<file path="src/rtl/core/mfmd_pkg.sv">
package mfmd_pkg;

    localparam int MOTORS_DEFAULT = 8;
    localparam int ID_W           = 11;
    localparam int PAYLOAD_W      = 64;
    localparam int ANGLE_W        = 13;
    localparam int TURN_W         = 19;
    localparam int WORD_W         = 16;
    localparam int TEMP_W         = 8;
    localparam int POS_W          = 32;
    localparam int VEL_W          = 29;
    localparam int MIDX_W         = 3;

    localparam logic [ID_W-1:0] ID_BASE_RESET = 11'd517;

    // fixed-point angle thresholds in encoder counts
    localparam logic [ANGLE_W-1:0]        HALF_TURN  = 13'd4096;
    localparam logic signed [ANGLE_W:0]   JUMP_LIMIT = 14'sd6144;
    localparam logic signed [TURN_W-1:0]  TURN_MAX   = 19'sd262143;
    localparam logic signed [TURN_W-1:0]  TURN_MIN   = -19'sd262144;

    // pi/30 * 2^16, truncated
    localparam int VEL_SCALE = 6862;

    typedef struct packed {
        logic signed [TURN_W-1:0] turn_count;
        logic [ANGLE_W-1:0]       prev_angle;
    } t_entry;

endpackage

</file>
<file path="src/rtl/core/mfmd_state_ram.sv">
module mfmd_state_ram #(
    parameter int MOTORS = mfmd_pkg::MOTORS_DEFAULT,
    parameter int IDX_W  = (MOTORS > 1) ? $clog2(MOTORS) : 1
) (
    input  logic                i_clk,
    input  logic                i_rd_en,
    input  logic [IDX_W-1:0]    i_rd_addr,
    output mfmd_pkg::t_entry    o_rd_data,
    input  logic                i_wr_en,
    input  logic [IDX_W-1:0]    i_wr_addr,
    input  mfmd_pkg::t_entry    i_wr_data
);

    mfmd_pkg::t_entry r_mem [MOTORS];
    mfmd_pkg::t_entry r_rd_data;

    always_ff @(posedge i_clk) begin
        if (i_wr_en) begin
            r_mem[i_wr_addr] <= i_wr_data;
        end
    end

    // read-before-write on a shared address
    always_ff @(posedge i_clk) begin
        if (i_rd_en) begin
            r_rd_data <= r_mem[i_rd_addr];
        end
    end

    assign o_rd_data = r_rd_data;

endmodule

</file>
<file path="src/rtl/core/mfmd_turn_update.sv">
module mfmd_turn_update (
    input  logic [mfmd_pkg::ANGLE_W-1:0] i_raw_angle,
    input  logic                         i_seen,
    input  mfmd_pkg::t_entry             i_entry,
    output mfmd_pkg::t_entry             o_entry
);

    logic [mfmd_pkg::ANGLE_W-1:0]        prev;
    logic signed [mfmd_pkg::TURN_W-1:0]  tc_base;
    logic signed [mfmd_pkg::TURN_W-1:0]  tc_new;
    logic signed [mfmd_pkg::ANGLE_W:0]   diff;

    always_comb begin
        // first frame: seed from the raw angle, jump test then sees zero
        if (i_seen) begin
            prev    = i_entry.prev_angle;
            tc_base = i_entry.turn_count;
        end else begin
            prev    = i_raw_angle;
            tc_base = (i_raw_angle > mfmd_pkg::HALF_TURN) ? -19'sd1 : 19'sd0;
        end

        diff = signed'({1'b0, i_raw_angle}) - signed'({1'b0, prev});

        tc_new = tc_base;
        if (diff > mfmd_pkg::JUMP_LIMIT) begin
            if (tc_base != mfmd_pkg::TURN_MIN) begin
                tc_new = tc_base - 19'sd1;
            end
        end else if (diff < -mfmd_pkg::JUMP_LIMIT) begin
            if (tc_base != mfmd_pkg::TURN_MAX) begin
                tc_new = tc_base + 19'sd1;
            end
        end

        o_entry.turn_count = tc_new;
        o_entry.prev_angle = i_raw_angle;
    end

endmodule

</file>
<file path="src/rtl/core/motor_feedback_multiturn_decoder.sv">
// Decodes motor feedback frames into a multi-turn position and a fixed-point
// velocity. A frame is a transaction on the slave stream; one whose identifier
// lies in frame_id_base .. frame_id_base + MOTORS - 1 produces one result
// transaction on the master stream, any other frame is taken and dropped. The
// per-motor angle history and turn count live in a small synchronous memory:
// the frame reads its motor's entry on acceptance, stage 1 updates the turn count
// and writes it back, and a one-entry bypass covers a frame for the same motor
// that follows directly. A new frame is accepted every cycle while the output is
// taken every cycle; each frame passes through stage 1 and the output register.
// While a result waits in the output register, stage 1 can still take one more
// frame, after that the input stalls until the result is taken. Write the base
// register only while the block is idle; there is no clearing pass after reset,
// a per-motor seen flag marks entries that are still unwritten.
module motor_feedback_multiturn_decoder #(
    parameter int MOTORS = mfmd_pkg::MOTORS_DEFAULT
) (
    input  logic                        i_clk,
    input  logic                        i_rst_n,

    // configuration: frame identifier base
    input  logic                        i_cfg_wr_en,
    input  logic [mfmd_pkg::ID_W-1:0]   i_cfg_wr_data,

    // frame input
    input  logic                        s_axis_tvalid,
    output logic                        s_axis_tready,
    input  logic [79:0]                 s_axis_tdata,  // frame_id[10:0], payload[74:11]

    // decoded output
    output logic                        m_axis_tvalid,
    input  logic                        m_axis_tready,
    // raw_angle[12:0], rotor_rpm[28:13], motor_current[44:29], temperature[52:45],
    // multiturn_position[84:53], velocity_q16[113:85]
    output logic [119:0]                m_axis_tdata,
    output logic [7:0]                  m_axis_tuser   // motor_index[2:0]
);

    localparam int IDX_W  = (MOTORS > 1) ? $clog2(MOTORS) : 1;
    localparam int DIFF_W = mfmd_pkg::ID_W + 1;

    // ---------------------------------------------------------------------
    // configuration register
    // ---------------------------------------------------------------------
    logic [mfmd_pkg::ID_W-1:0] r_id_base;

    always_ff @(posedge i_clk) begin
        if (!i_rst_n) begin
            r_id_base <= mfmd_pkg::ID_BASE_RESET;
        end else if (i_cfg_wr_en) begin
            r_id_base <= i_cfg_wr_data;
        end
    end

    // ---------------------------------------------------------------------
    // input unpack and identifier match
    // ---------------------------------------------------------------------
    logic [mfmd_pkg::ID_W-1:0]      in_id;
    logic [mfmd_pkg::PAYLOAD_W-1:0] in_payload;
    logic [DIFF_W-1:0]              id_diff;
    logic                           id_match;
    logic [IDX_W-1:0]               in_idx;

    assign in_id      = s_axis_tdata[10:0];
    assign in_payload = s_axis_tdata[74:11];

    // full-width window test, the base plus MOTORS may run past 2047
    assign id_diff  = {1'b0, in_id} - {1'b0, r_id_base};
    assign id_match = (in_id >= r_id_base) && (id_diff < DIFF_W'(MOTORS));
    assign in_idx   = id_diff[IDX_W-1:0];

    // ---------------------------------------------------------------------
    // handshake
    // ---------------------------------------------------------------------
    logic r_s1_valid;
    logic r_out_valid;
    logic s1_adv;
    logic s_fire;
    logic s1_fire;

    assign s1_adv        = !r_out_valid || m_axis_tready;
    assign s_axis_tready = !r_s1_valid || s1_adv;
    assign s_fire        = s_axis_tvalid && s_axis_tready;
    assign s1_fire       = r_s1_valid && s1_adv;

    // ---------------------------------------------------------------------
    // stage 1: fields held while the state entry is read
    // ---------------------------------------------------------------------
    logic [IDX_W-1:0]                    r_s1_idx;
    logic [mfmd_pkg::ANGLE_W-1:0]        r_s1_raw;
    logic signed [mfmd_pkg::WORD_W-1:0]  r_s1_rpm;
    logic signed [mfmd_pkg::WORD_W-1:0]  r_s1_cur;
    logic [mfmd_pkg::TEMP_W-1:0]         r_s1_temp;

    always_ff @(posedge i_clk) begin
        if (!i_rst_n) begin
            r_s1_valid <= 1'b0;
        end else if (s_fire) begin
            r_s1_valid <= id_match;
        end else if (s1_fire) begin
            r_s1_valid <= 1'b0;
        end
    end

    always_ff @(posedge i_clk) begin
        if (s_fire && id_match) begin
            r_s1_idx  <= in_idx;
            r_s1_raw  <= in_payload[60:48];
            r_s1_rpm  <= in_payload[47:32];
            r_s1_cur  <= in_payload[31:16];
            r_s1_temp <= in_payload[15:8];
        end
    end

    // ---------------------------------------------------------------------
    // per-motor state: memory, seen flags and write-back bypass
    // ---------------------------------------------------------------------
    mfmd_pkg::t_entry rd_entry;
    mfmd_pkg::t_entry cur_entry;
    mfmd_pkg::t_entry new_entry;
    mfmd_pkg::t_entry r_wb_data;
    logic             r_wb_valid;
    logic [IDX_W-1:0] r_wb_idx;
    logic [MOTORS-1:0] r_seen;

    mfmd_state_ram #(
        .MOTORS (MOTORS),
        .IDX_W  (IDX_W)
    ) u_state_ram (
        .i_clk     (i_clk),
        .i_rd_en   (s_fire && id_match),
        .i_rd_addr (in_idx),
        .o_rd_data (rd_entry),
        .i_wr_en   (s1_fire),
        .i_wr_addr (r_s1_idx),
        .i_wr_data (new_entry)
    );

    // the last write is always the newest copy of its entry, so a hit on it
    // is safe even when it lands well before this read
    assign cur_entry = (r_wb_valid && (r_wb_idx == r_s1_idx)) ? r_wb_data : rd_entry;

    mfmd_turn_update u_turn_update (
        .i_raw_angle (r_s1_raw),
        .i_seen      (r_seen[r_s1_idx]),
        .i_entry     (cur_entry),
        .o_entry     (new_entry)
    );

    always_ff @(posedge i_clk) begin
        if (!i_rst_n) begin
            r_seen     <= '0;
            r_wb_valid <= 1'b0;
        end else if (s1_fire) begin
            r_seen[r_s1_idx] <= 1'b1;
            r_wb_valid       <= 1'b1;
        end
    end

    always_ff @(posedge i_clk) begin
        if (s1_fire) begin
            r_wb_idx  <= r_s1_idx;
            r_wb_data <= new_entry;
        end
    end

    // ---------------------------------------------------------------------
    // velocity scaling and output register
    // ---------------------------------------------------------------------
    logic signed [mfmd_pkg::VEL_W:0]        vel_full;
    logic [IDX_W+2:0]                       idx_ext;
    logic [mfmd_pkg::MIDX_W-1:0]            r_out_idx;
    logic [mfmd_pkg::ANGLE_W-1:0]           r_out_raw;
    logic [mfmd_pkg::WORD_W-1:0]            r_out_rpm;
    logic [mfmd_pkg::WORD_W-1:0]            r_out_cur;
    logic [mfmd_pkg::TEMP_W-1:0]            r_out_temp;
    logic [mfmd_pkg::POS_W-1:0]             r_out_pos;
    logic [mfmd_pkg::VEL_W-1:0]             r_out_vel;

    assign vel_full = (mfmd_pkg::VEL_W + 1)'(r_s1_rpm)
                    * (mfmd_pkg::VEL_W + 1)'(mfmd_pkg::VEL_SCALE);
    // only the low three bits of the index are reported
    assign idx_ext  = (IDX_W + 3)'(r_s1_idx);

    always_ff @(posedge i_clk) begin
        if (!i_rst_n) begin
            r_out_valid <= 1'b0;
        end else if (s1_fire) begin
            r_out_valid <= 1'b1;
        end else if (m_axis_tready) begin
            r_out_valid <= 1'b0;
        end
    end

    always_ff @(posedge i_clk) begin
        if (s1_fire) begin
            r_out_idx  <= idx_ext[2:0];
            r_out_raw  <= r_s1_raw;
            r_out_rpm  <= r_s1_rpm;
            r_out_cur  <= r_s1_cur;
            r_out_temp <= r_s1_temp;
            // turn count times 8192 plus the raw angle is a plain concatenation
            r_out_pos  <= {new_entry.turn_count, r_s1_raw};
            r_out_vel  <= vel_full[mfmd_pkg::VEL_W-1:0];
        end
    end

    assign m_axis_tvalid = r_out_valid;
    assign m_axis_tdata  = {6'd0, r_out_vel, r_out_pos, r_out_temp,
                            r_out_cur, r_out_rpm, r_out_raw};
    assign m_axis_tuser  = {5'd0, r_out_idx};

    // ---------------------------------------------------------------------
    // assertions
    // ---------------------------------------------------------------------
    a_match_to_s1 : assert property (@(posedge i_clk) disable iff (!i_rst_n)
        s_fire |=> (r_s1_valid == $past(id_match)))
        else $error("stage 1 occupancy does not follow the identifier match");

    a_s1_to_out : assert property (@(posedge i_clk) disable iff (!i_rst_n)
        s1_fire |=> r_out_valid)
        else $error("update left no result in the output register");

    a_pos_turns : assert property (@(posedge i_clk) disable iff (!i_rst_n)
        s1_fire |=> (r_out_pos[31:13] == r_wb_data.turn_count))
        else $error("reported position disagrees with the stored turn count");

    a_seen_set : assert property (@(posedge i_clk) disable iff (!i_rst_n)
        s1_fire |=> r_seen[r_wb_idx])
        else $error("written motor entry not marked as seen");

endmodule

</file>
<file path="config.mk">
export PLATFORM = sky130hd
export DESIGN_NAME = motor_feedback_multiturn_decoder
export DESIGN_NICKNAME = d
export VERILOG_FILES = /design/src/rtl/core/mfmd_pkg.sv /design/src/rtl/core/mfmd_state_ram.sv /design/src/rtl/core/mfmd_turn_update.sv /design/src/rtl/core/motor_feedback_multiturn_decoder.sv
export SDC_FILE = /design/constraint.sdc
export NUM_CORES = 1
export LEC_CHECK = 0
export BUFFER_PORTS_ARGS = -buffer_cell sky130_fd_sc_hd__buf_2
export CAP_MARGIN = 5
export CORE_ASPECT_RATIO = 1.2
export CORE_UTILIZATION = 43
export DETAILED_ROUTE_END_ITERATION = 6
export GPL_ROUTABILITY_DRIVEN = 0
export GPL_TIMING_DRIVEN = 0
export PLACE_DENSITY_LB_ADDON = 0.05
export SKIP_CTS_REPAIR_TIMING = 1
export SYNTH_ARGS = -nofsm -noshare
export SYNTH_HDL_FRONTEND = slang
export SYNTH_SLANG_ARGS = --single-unit
</file>
<file path="constraint.sdc">
create_clock -name i_clk -period 28.5 [get_ports i_clk]
set_input_delay 2.85 -clock i_clk [delete_from_list [all_inputs] [get_ports i_clk]]
set_output_delay 2.85 -clock i_clk [all_outputs]
set_load 0.01 [all_outputs]
</file>
[Word-level counts from Yosys, hierarchy flattened]
Memory sizes are Yosys's and may differ from the RTL's. A register that Yosys moved wholly into a read port is not among the register bits.
Cells that the tools add are included.
Storage, ports and cells
  bits in latches: 0
  memory bits (writable): 256
  register bits: 213
  bits of input ports: 96
  output and inout bits: 130
  memories: 1
  logic and storage cells: 65
  ROM bits: 0
Cells by class
  reductions and logical operators: 12
  bitwise gates (word level): 1
  shifts and indexed selects: 0
  muxes and demuxes: 18
  magnitude comparators: 7
  div/mod/pow operators: 0
  multiply operators: 1
  add/sub/neg operators: 4
  equal/unequal tests: 3
Memory list
  u_state_ram.r_mem: depth 8, bits a word 32, rd ports 1, clocked after memory_dff 1, write ports 1, RTL line mfmd_state_ram.sv:14  | mfmd_pkg::t_entry r_mem [MOTORS];
Operators by type and width (number)
  $mux 19: 6
  $ne 19x19->1 const B: 2
  $mux 32: 1
  $mul 16x13->28 const B: 1
  $add 19x2->19 const B: 1
  $sub 19x2->19 const B: 1
  $gt 14x14->1 const B: 1
  $lt 14x14->1 const B: 1
  $sub 13x13->14: 1
  $gt 13x13->1 const B: 1
  $mux 13: 1
  $lt 12x4->1 const B: 1
  $sub 11x11->12: 1
  $ge 11x11->1: 1
  $mux 1: 8
  $or 8x8->8: 1
  $logic_and 1x1->1: 6
  $lt 3x4->1 const B: 1
  $reduce_bool 2->1: 2
  $bmux 1 s3: 1
  $demux 1 s3: 1
  $eq 3x3->1: 1
  $ge 3x1->1 const B: 1
  $logic_not 1->1: 2
  $logic_or 1x1->1: 2

[Logic depth before layout (Yosys ltp)]
Gate-level depths: netlist of the first run.
  depth in word-level cells: 8
  depth in mapped cells: 23
  gate-level depth less buffers: 21

[Modules after synthesis]
Synthesis of the first run repeated with hierarchy kept, for this count alone.
Second synthesis, totals
  cells, all modules: 1697
  area total of the unflattened synthesis: 24867.6 um2
By module, submodules not included
  motor_feedback_multiturn_decoder: area an instance 11657.4 um2, cells each 924, seq. area each 5575.3 um2, times used 1
  mfmd_state_ram: area an instance 10786.6 um2, cells each 415, seq. area each 8648.3 um2, times used 1
  mfmd_turn_update: area an instance 2423.6 um2, cells each 358, seq. area each 0.0 um2, times used 1

[Least setup slack after synthesis of the first run]
No wires, ideal clock.
  kind: in2reg
  start: input port s_axis_tdata[0]
  end: register r_s1_cur[0] (netlist bit), enable pin
  required time: 27.746 ns
  cell stages on the path: 12
  slack: 14.783 ns
  buffers on the path: 0
  library setup time: 0.754 ns
  arrival time: 12.963 ns
  cell sequence: inv_1 -> ha_1 -> inv_1 -> fa_1 -> a21o_1 -> a21oi_1 -> nor2b_1 -> o21a_1 -> nor2_1 -> xor2_1 -> nand3_1 -> nor4_1
On the way
  longest elaborated chain between the ends: 4
  elaborated cells between the ends (all ways): 5
  classes of those cells: add/sub: 1; order compare: 2; reduce/logical: 2
Ends and longest elaborated chain
  start: declaration: RTL line motor_feedback_multiturn_decoder.sv:27  | input logic [79:0] s_axis_tdata,
  $sub 11x11->12: RTL line motor_feedback_multiturn_decoder.sv:67  | assign id_diff = {1'b0, in_id} - {1'b0, r_id_base};
  $lt 12x4->1: RTL line motor_feedback_multiturn_decoder.sv:68  | assign id_match = (in_id >= r_id_base) && (id_diff < DIFF_W'(MOTORS));
  $logic_and 1x1->1 (*): RTL line motor_feedback_multiturn_decoder.sv:68
  $logic_and 1x1->1 (*)
  net u_state_ram.i_rd_en: RTL line mfmd_state_ram.sv:6  | input logic i_rd_en,
  end signal: assignment: RTL line motor_feedback_multiturn_decoder.sv:109  | r_s1_cur <= in_payload[31:16];
  end: declaration: RTL line motor_feedback_multiturn_decoder.sv:91  | logic signed [mfmd_pkg::WORD_W-1:0] r_s1_cur;
Mark *: on every way through the listed nets, which the timed path passes. The rest lies on a longest branch.
A chain may end at the register's enable or synchronous reset.

==> metrics.txt, run 1 <==
met3 Use GR=3.24%; Seq/Total Area, Yosys=just under 60%; dpl hpwl=40.5 mm; asr flop ratio synth=0%; Bufs and invs on worst path=8; die area=about 55000 sq um; via count=between 10000 and 15000; Worst Skew=16.1 ps; Area growth syn-to-layout=16.9%; ys flop type=edfxtp_1; Ys Warns=0; most numerous cell in the Yosys netlist=edfxtp_1; CP Class=reg -> reg; Core Area=around 54000 sq um; Final period util=about 28%; Worst Setup End Kind=flop; Fillers=between 4000 and 5000; drt pass-1 iters=5; Crit. path cell count=23; Yosys top cell area share=57.3%; share of cells above drive strength 1=roughly a quarter; Final Max Slew Viols=0; total CTS buffers=49; Clock Pin Slew Worst Setup and Hold Paths=roughly 60 ps; Final Power=approximately 1.5 mW; CP arrival=8390 ps; maxcap violations=0; # setup viols final=0; first-pass GRT wire length=about 86 mm; Pleak=approximately 10 nW; total gr overflow=0; Crit path required time=between 20000 and 30000 ps; diode count=0; Die Y-Extent=257 um; EDFF count, synth=446; Post-Syn Instances=about 1600; TNS Setup=0 ps; status=finished, final reports clean; Reg area=13800 sq um; Yosys reg bits=between 400 and 500; mean post-synth cell area=14.8 sq um; unrepaired setup endpoints after global routing=false; Crit path largest cell delay=640 ps; Cells after DPL=roughly 2500; power per cell area=between 50 and 60 nW/um^2; worst min path class=reg -> reg; number of global-route vias before repair=approximately 14000; clock net sink count=roughly 470; Tightest Pin Transition=about 1200 ps; top post-synthesis cells by area=edfxtp_1 (57%), fa_1 (6.6%), mux4_2 (6.4%); M1 GR Usage=24.2%; WL/cell=21.4 um; Distinct cells, synth=76; Slowest cell on crit path=xnor2_1; row count=93; final hold vios=0; crit-path leading delay family=buffers and inverters; Synth area leader=edfxtp_1; drt first-iter violations=824; Clock Latency Late Sink=approximately 600 ps; Longest Clk Path Bufs=3; final wirelength=approximately 56 mm; antenna-violating nets left=0; number of I/O port buffers=between 150 and 200; Die X=about 210 um; Tmin final=8100 ps; Residual DRC=0; grt met2 use=between 30% and 40%; H-tree depth=2; Peak VDD IR=between 50 and 60 uV; Top Usage Layer GRT=met2; Fmax=~120 MHz; Root Buffer=clkbuf_16; R2R cell count=23; Hold WS=approximately 420 ps; Worst setup SP type=flop; initial core utilization=around 44%; Avg Vias per Cell=roughly 5.2; hold path depth=0; Synth Cell Area=23400 sq um; CP Max Fanout=10; gr usage total=between 20% and 30%; Final Net Count=~2200; fin util=50.9%; largest net degree at the start of global routing=36; CTS tree=yes; I/O pins=226; crit path cell chain=buf_4, xnor2_1, nand4_1, buf_4, clkbuf_1, clkbuf_1, clkbuf_1, buf_1, nand2_1, a31oi_1, ha_1, inv_1, fa_1, a211oi_1, o21ai_1, and3_1, a2111oi_0, mux2_1, a21boi_1, clkbuf_1, and3_1, a22oi_1, xnor2_1; Worst path most repeated cell=clkbuf_1; Post-Layout Cell Count=roughly 2600; most frequent cells after synthesis=edfxtp_1 (446), inv_1 (177), ha_1 (110); Worst slew margin=a little under a quarter; initial antenna violation count=0; multi-input logic area=about 8600 sq um
## cells in the final DEF (no fill, tap or decap), types with 46 or more instances in the layout
master,netlist,routed
edfxtp_1,446,446
buf_2,6,202
inv_1,177,177
ha_1,110,110
fa_1,77,77
nand2_1,76,76
a21oi_1,69,69
mux4_2,66,66
clkbuf_16,0,50
nor2_1,52,46
xnor2_1,46,46
## through the flow
step | cell area [sq um] | setup WS (ps)
floorplan | 23400 | 14780
global placement | 25300 | 6370
detailed placement | 25800 | 20460
CTS | 27300 | 20380
global route | 27300 | 19910
finish | 27300 | 20400
## metal layers
metal	vias up	part of all wire, %
met4	0	2.5
met3	85	4.4
met2	312	54
met1	6946	39
li1	6400	-
met5	-	0
## kinds of logic (layout without fill, tap and decap cells)
kind of cell    Yosys count  after routing  synth area share [%]
flops                   468            468                  59.2
simple gates            259            259                  5.56
buf+inv                 253            570                  4.63
other cells               1             12                0.0160
compound gates          211            211                  5.93
xor+xnor                 69             69                  2.59
fa+ha+maj               187            187                  12.5
mux                     135            135                  9.60
## sequential cells by signal, indices dropped and copies added, names as in the netlist
register,count
r_out_raw,12
r_out_pos,1
r_s1_rpm,16
r_out_cur,16
u_state_ram.o_rd_data,32
r_s1_valid,1
r_out_idx,3
r_seen,8
r_s1_cur,16
r_out_rpm,16
r_id_base,11
r_wb_data,19
r_s1_idx,3
r_wb_valid,1
m_axis_tvalid,1
r_s1_raw,13
r_s1_temp,8
r_out_vel,27
u_state_ram.r_mem,256
r_out_temp,8
## cell type report
class	count	share of cell area, %
sequential	468	50.6
multi-input combinational	873	31.3
timing repair buffer	228	5.06
clock buffer	63	4.76
tap	712	3.26
inverter	177	2.43
buffer	76	1.52
clock inverter	26	0.989
## final timing paths
path	from	endpoint	slack [ps]
min	r_s1_cur[5]	r_out_cur[5]	420
max	r_s1_idx[2]	u_state_ram.r_mem[5][28]	20400
min reg2reg	r_s1_cur[5]	r_out_cur[5]	420
max reg2reg	r_s1_idx[2]	u_state_ram.r_mem[5][28]	20400
## report_power, final
part / switching (mW) / internal [mW]
sequential: 0.000856 / 0.749
clock: 0.267 / 0.360
combinational: 0.0499 / 0.0507
(Power assumes the default switching activity.)
==> inputs of run 2 (changes only) <==
- ABC_AREA: not set -> 1
- clock period: 28.5 -> 8.5 ns (I/O delays scaled with it)
==> run 2 against run 1 <==
Compared with the run above: first-iteration DRC count is 31% higher; core utilization decreased by 0.24 points; die area grew 4.4%; design area up 3.9%; clock skew grew 7.8 ps; global-route usage up 1.7 points; critical path type unchanged; largest power group unchanged.
==> metrics.txt, run 2 <==
status=finished, final reports clean; max reg flops=256; gr usage total=22.3%; final wirelength=63.0 mm; Biggest register=u_state_ram.r_mem; Post-Synth Adder-Cell Area=12.0%; Synth Cell Area=24400 sq um; antenna-violating nets left=0; row count=95; die area=between 50000 and 60000 sq um; final hold vios=0; Bufs and invs on worst path=5; EDFF count, synth=about 450; Residual DRC=0; Pleak=11.6 nW; CTS tree=yes; Die X=between 200 and 250 um; Final Max Slew Viols=0; Fillers=5121; Design Area, Final=28400 sq um; Ys Warns=0; Peak VDD IR=~170 uV; Yosys top cell area share=between 50% and 60%; Hold WS=415 ps; diode count=0; Crit path largest cell delay=850 ps; dpl cell area=26700 sq um; # setup viols final=0; Longest Clk Path Bufs=3; CP Max Fanout=10; share of cells above drive strength 1=approximately 16%; Tmin final=6240 ps; Synth Area in Compound Gates=7.20%; number of global-route vias before repair=17400; worst min path class=reg -> reg; crit path cell chain=buf_6, nand3_1, nor2_1, nor2_1, nand2_1, nor2_8, buf_8, buf_6, clkbuf_1, o21ai_0, fa_1, nand2_1, nand3_1, nand4_1, nand4_1, xor2_1, nand2_1, nor2_1, clkbuf_1, o211ai_1, o21ai_0; Worst Skew=approximately 24 ps; number of I/O port buffers=196; Clock Pin Slew Worst Setup and Hold Paths=about 60 ps; Avg Vias per Cell=between 5 and 6; Final Power=5.32 mW; unrepaired setup endpoints after global routing=false; Fmax=around 160 MHz; ys flop type=edfxtp_1; Post-Syn Instances=2280; mux contribution to synthesized area=less than 1%; largest net degree at the start of global routing=81; most frequent cells after synthesis=edfxtp_1 (446), nor2_1 (343), nand2_1 (333); maxcap violations=0; total gr overflow=0; most frequent cells in the layout=edfxtp_1 (446), nor2_1 (337), nand2_1 (333); CP arrival=between 6000 and 7000 ps; crit-path leading delay family=simple AND/OR/NAND/NOR gates; H-tree depth=2; simple-gate share of the synthesized area=between 10% and 20%; Final period util=roughly 73%; Crit path required time=between 8000 and 9000 ps; Worst setup SP type=flop; Synth area leader=edfxtp_1; WL/cell=between 15 and 20 um; Yosys reg bits=approximately 470; Die Y-Extent=roughly 260 um; mean post-synth cell area=10.7 sq um; dpl hpwl=roughly 46 mm; Tightest Pin Transition=between 1000 and 1500 ps; Root Buffer=clkbuf_16; Slowest cell on crit path=nor2_1; first-pass GRT wire length=between 90 and 100 mm; total CTS buffers=50; I/O pins=226; drt first-iter violations=roughly 1100; Worst Setup End Kind=flop; Worst slew margin=about 25%; top post-synthesis cells by area=edfxtp_1 (55%), fa_1 (6.3%), ha_1 (5.6%); hold path startpoint=r_s1_temp[1]; drt pass-1 iters=5; asr flop ratio synth=0%; Core Area=between 50000 and 60000 sq um; initial antenna violation count=0; Worst Setup SP=r_s1_idx[1]; most numerous cell in the Yosys netlist=edfxtp_1; CP Class=reg -> reg; via count=16900; Clock Latency Late Sink=between 600 and 700 ps; Distinct cells, synth=54; post-synthesis xor/xnor area fraction=between 2 and 2.5%; reg2reg start=r_s1_idx[1]; Area growth syn-to-layout=16.3%; clock net sink count=around 470; power per cell area=~190 nW/um^2; initial core utilization=43.6%; fin util=between 50 and 60%; most common cell after layout, fill and taps aside=edfxtp_1; Final Net Count=2844; Seq/Total Area, Yosys=56.7%; largest family of logic cells by synthesized area=simple AND/OR/NAND/NOR gates
-- run 2: changes by cell type in the layout (fill, tap and decap cells not counted), sizes merged, moves of 40 or more --
cell / previous run / this run
nor2: 53 / 356
inv: 179 / 269
mux4: 66 / 0
o21ai: 25 / 188
mux2: 41 / 1
nand3: 16 / 99
nand2: 77 / 369
-- run 2: cells by family after synthesis --
group | count (synthesis)
flip-flops | 468
adder cells (fa/ha/maj) | 187
other | 1
XOR/XNOR | 61
multiplexers | 1
AO/OA/AOI/OAI | 325
AND/OR/NAND/NOR | 871
buffers and inverters | 366
-- run 2: cell type report --
type | count | area, sq um | share of cell area (%)
Tap cell | 727 | 910 | 3.20
Clock inverter | 33 | 350 | 1.23
Clock buffer | 59 | 1310 | 4.60
Timing Repair Buffer | 218 | 1310 | 4.60
Multi-Input combinational cell | 1457 | 9110 | 32.1
Buffer | 98 | 557 | 1.96
Sequential cell | 468 | 13800 | 48.7
Inverter | 268 | 1010 | 3.56
-- run 2: worst register-to-register path, cell delays in order (launching register included) --
cell and delay, ps:
edfxtp_1 450, buf_6 180, nand3_1 160, nor2_1 80, nor2_1 120, nand2_1 130, nor2_8 240, buf_8 210
buf_6 210, clkbuf_1 460, o21ai_0 260, fa_1 490, nand2_1 110, nand3_1 150, nand4_1 160, nand4_1 150
xor2_1 210, nand2_1 70, nor2_1 850, clkbuf_1 540, o211ai_1 180, o21ai_0 440
-- run 2: layer usage --
layer / global-route usage, % / share of wire, % / up-vias
met3: 2.94 / 4.0 / 117
met4: 8.86 / 3.8 / 0
li1: - / - / 8251
met1: 27.1 / 41 / 8131
met5: 0 / 0 / -
met2: 39.5 / 51 / 385
-- run 2: final timing paths --
kind                                            endpoint  slack (ps)  cells after the start
worst max-delay path            u_state_ram.r_mem[3][14]        2260                     21
worst min-delay path                       r_out_temp[1]         410                      0
worst max register to register  u_state_ram.r_mem[3][14]        2260                     21
worst min register to register             r_out_temp[1]         410                      0
-- run 2: through the flow --
stage | setup slack [ps] | instances | setup TNS (ps)
final | 2260 | 3328 | 0
after global routing | 1810 | 3328 | 0
after CTS | 2190 | 3328 | 0
after detailed placement | 2290 | 3236 | 0
after global placement | -2770 | 3214 | -241130
after floorplan | 1090 | 2291 | 0
-- run 2: where the power goes --
group	switching (mW)	total [mW]	internal (mW)	leakage, nW
clock	0.920	2.23	1.31	0.804
combinational	0.375	0.560	0.185	6.58
sequential	0.00317	2.53	2.53	4.20
total	1.30	5.32	4.02	11.6
==> inputs of run 3 (changes only) <==
- clock period: 8.5 -> 5.84 ns (I/O delays scaled with it)
==> run 3 against run 2 <==
Compared with the run above: worst hold slack lost 250 ps; die area unchanged; sequential power rose by 45%; combinational power rose by 44%; via count shrank 0.18%; first-iteration DRC count decreased by 3.5%; setup slack got worse by 1900 ps; core utilization hardly changed; design area is essentially flat; critical path depth up 1; wire length fell by 1.8%.
==> metrics.txt, run 3 (synthesis gave the netlist of run 2 again) <==
total gr overflow=0; dpl hpwl=between 40 and 50 mm; largest net degree at the start of global routing=74; Pleak=11.6 nW; CP Max Fanout=10; I/O pins=226; initial antenna violation count=0; Crit path required time=~6100 ps; fin util=50.7%; Worst slew margin=between 40% and 50%; Reg area=13800 sq um; Longest Clk Path Bufs=3; Final WS setup=about 390 ps; Slowest cell on crit path=fa_1; total CTS buffers=49; Psw=1.86 mW; Fmax=between 150 and 200 MHz; gr usage total=22.1%; Design Area, Final=28400 sq um; WL/cell=~19 um; most frequent cells in the layout=edfxtp_1 (446), nor2_1 (335), nand2_1 (333); Clock Latency Late Sink=590 ps; drt first-iter violations=~1000; Final Power=7.68 mW; drt pass-1 iters=6; CP arrival=roughly 5700 ps; CTS tree=yes; Crit path largest cell delay=roughly 490 ps; share of cells above drive strength 1=between 15 and 20%; Comb power frac=between 10% and 20%; status=finished, final reports clean; Final Max Slew Viols=0; Final period util=between 90% and 100%; Core Area=around 56000 sq um; worst min path class=in -> reg; multi-input logic area=just over 9000 sq um; Worst setup SP type=flop; Worst path most repeated cell=nand2_1; Fillers=about 5100; WL met2=32.0 mm; number of global-route vias before repair=~17000; row count=95; clock net sink count=between 400 and 500; Residual DRC=0; diode count=0; H-tree depth=2; Avg Vias per Cell=between 5 and 6; max reg flops=about 260; number of I/O port buffers=196; top sig layer=met4; first-pass GRT wire length=between 90 and 100 mm; Cells after DPL=~3200; Reg power frac=a little under half; crit path cell chain=buf_6, nand3_1, nor2_1, nor2_1, nand2_2, nor2_8, buf_8, buf_6, clkbuf_1, o21ai_0, fa_1, nand2_1, nand3_1, nand4_1, nand4_1, xor2_1, nand2_1, nor2_4, inv_1, buf_2, nand2_1, nand2_1; most common cell after layout, fill and taps aside=edfxtp_1; Clk network pwr share=41.6%; Worst Setup End Kind=flop; via count=around 17000; Tightest Pin Transition=871 ps; Tmin final=5450 ps; die area=slightly below 60000 sq um; cell internal pwr=between 5 and 6 mW; # setup viols final=0; pre-CTS WS=-585 ps; Area growth syn-to-layout=16.4%; CP Class=reg -> reg; Worst Skew=19.4 ps; Die X=219 um; Metal-1 WL=25.4 mm; final wirelength=61.8 mm; Clock Pin Slew Worst Setup and Hold Paths=roughly 60 ps; Peak VDD IR=~230 uV; dpl cell area=around 27000 sq um; Biggest register=u_state_ram.r_mem; Die Y-Extent=263 um; maxcap violations=0; Root Buffer=clkbuf_16; antenna-violating nets left=0; Final Net Count=between 2000 and 3000; final hold vios=0; sw frac=around a quarter; Post-Layout Cell Count=about 3300; power per cell area=~270 nW/um^2; unrepaired setup endpoints after global routing=false; initial core utilization=between 40% and 50%; routed wl met3=between 2 and 2.5 mm
## run 3: through the flow
| stage | setup TNS, ps | hold slack (ps) |
|---|---|---|
| after floorplan | 0 | 400 |
| after global placement | -287260 | 400 |
| after detailed placement | -26960 | 405 |
| after CTS | -31870 | 131 |
| after global routing | 0 | 132 |
| final | 0 | 165 |
## run 3: per-layer routing
layer / vias up / global-route usage [%]
met5: - / 0
met4: 0 / 7.64
met3: 98 / 2.71
met2: 376 / 39.2
met1: 8151 / 27.4
li1: 8229 / -
## run 3: power by group through the flow
stage | logic [mW] | registers, mW | clock network, mW
2_1_floorplan | 0.537 | 3.75 | 0
3_3_place_gp | 0.805 | 3.76 | 0
3_5_place_dp | 0.816 | 3.76 | 0
4_1_cts | 0.819 | 3.68 | 3.27
5_1_grt | 0.915 | 3.68 | 3.40
6_report | 0.806 | 3.68 | 3.19
## run 3: final cells by class
class / count / area share (%)
Sequential cell: 468 / 48.7
Multi-Input combinational cell: 1457 / 32.2
Timing Repair Buffer: 218 / 4.64
Clock buffer: 57 / 4.50
Inverter: 268 / 3.55
Tap cell: 727 / 3.20
Buffer: 97 / 1.95
Clock inverter: 33 / 1.26
## run 3: worst paths after layout
check | startpoint | end | slack [ps] | cells after the start
worst min register to register | r_s1_cur[13] | r_out_cur[13] | 420 | 0
worst min-delay path | s_axis_tdata[65] | r_s1_raw[6] | 160 | 1
worst max register to register | r_s1_idx[0] | u_state_ram.r_mem[4][30] | 390 | 22
worst max-delay path | r_s1_idx[0] | u_state_ram.r_mem[4][30] | 390 | 22
## run 3: critical path, delay by kind of cell, from the launching register on
kind                     cells  cell delay (ps)
AND/OR/NAND/NOR             13             2130
buffers and inverters        6             1420
adder cells (fa/ha/maj)      1              490
flip-flops                   1              480
AO/OA/AOI/OAI                1              260
XOR/XNOR                     1              250
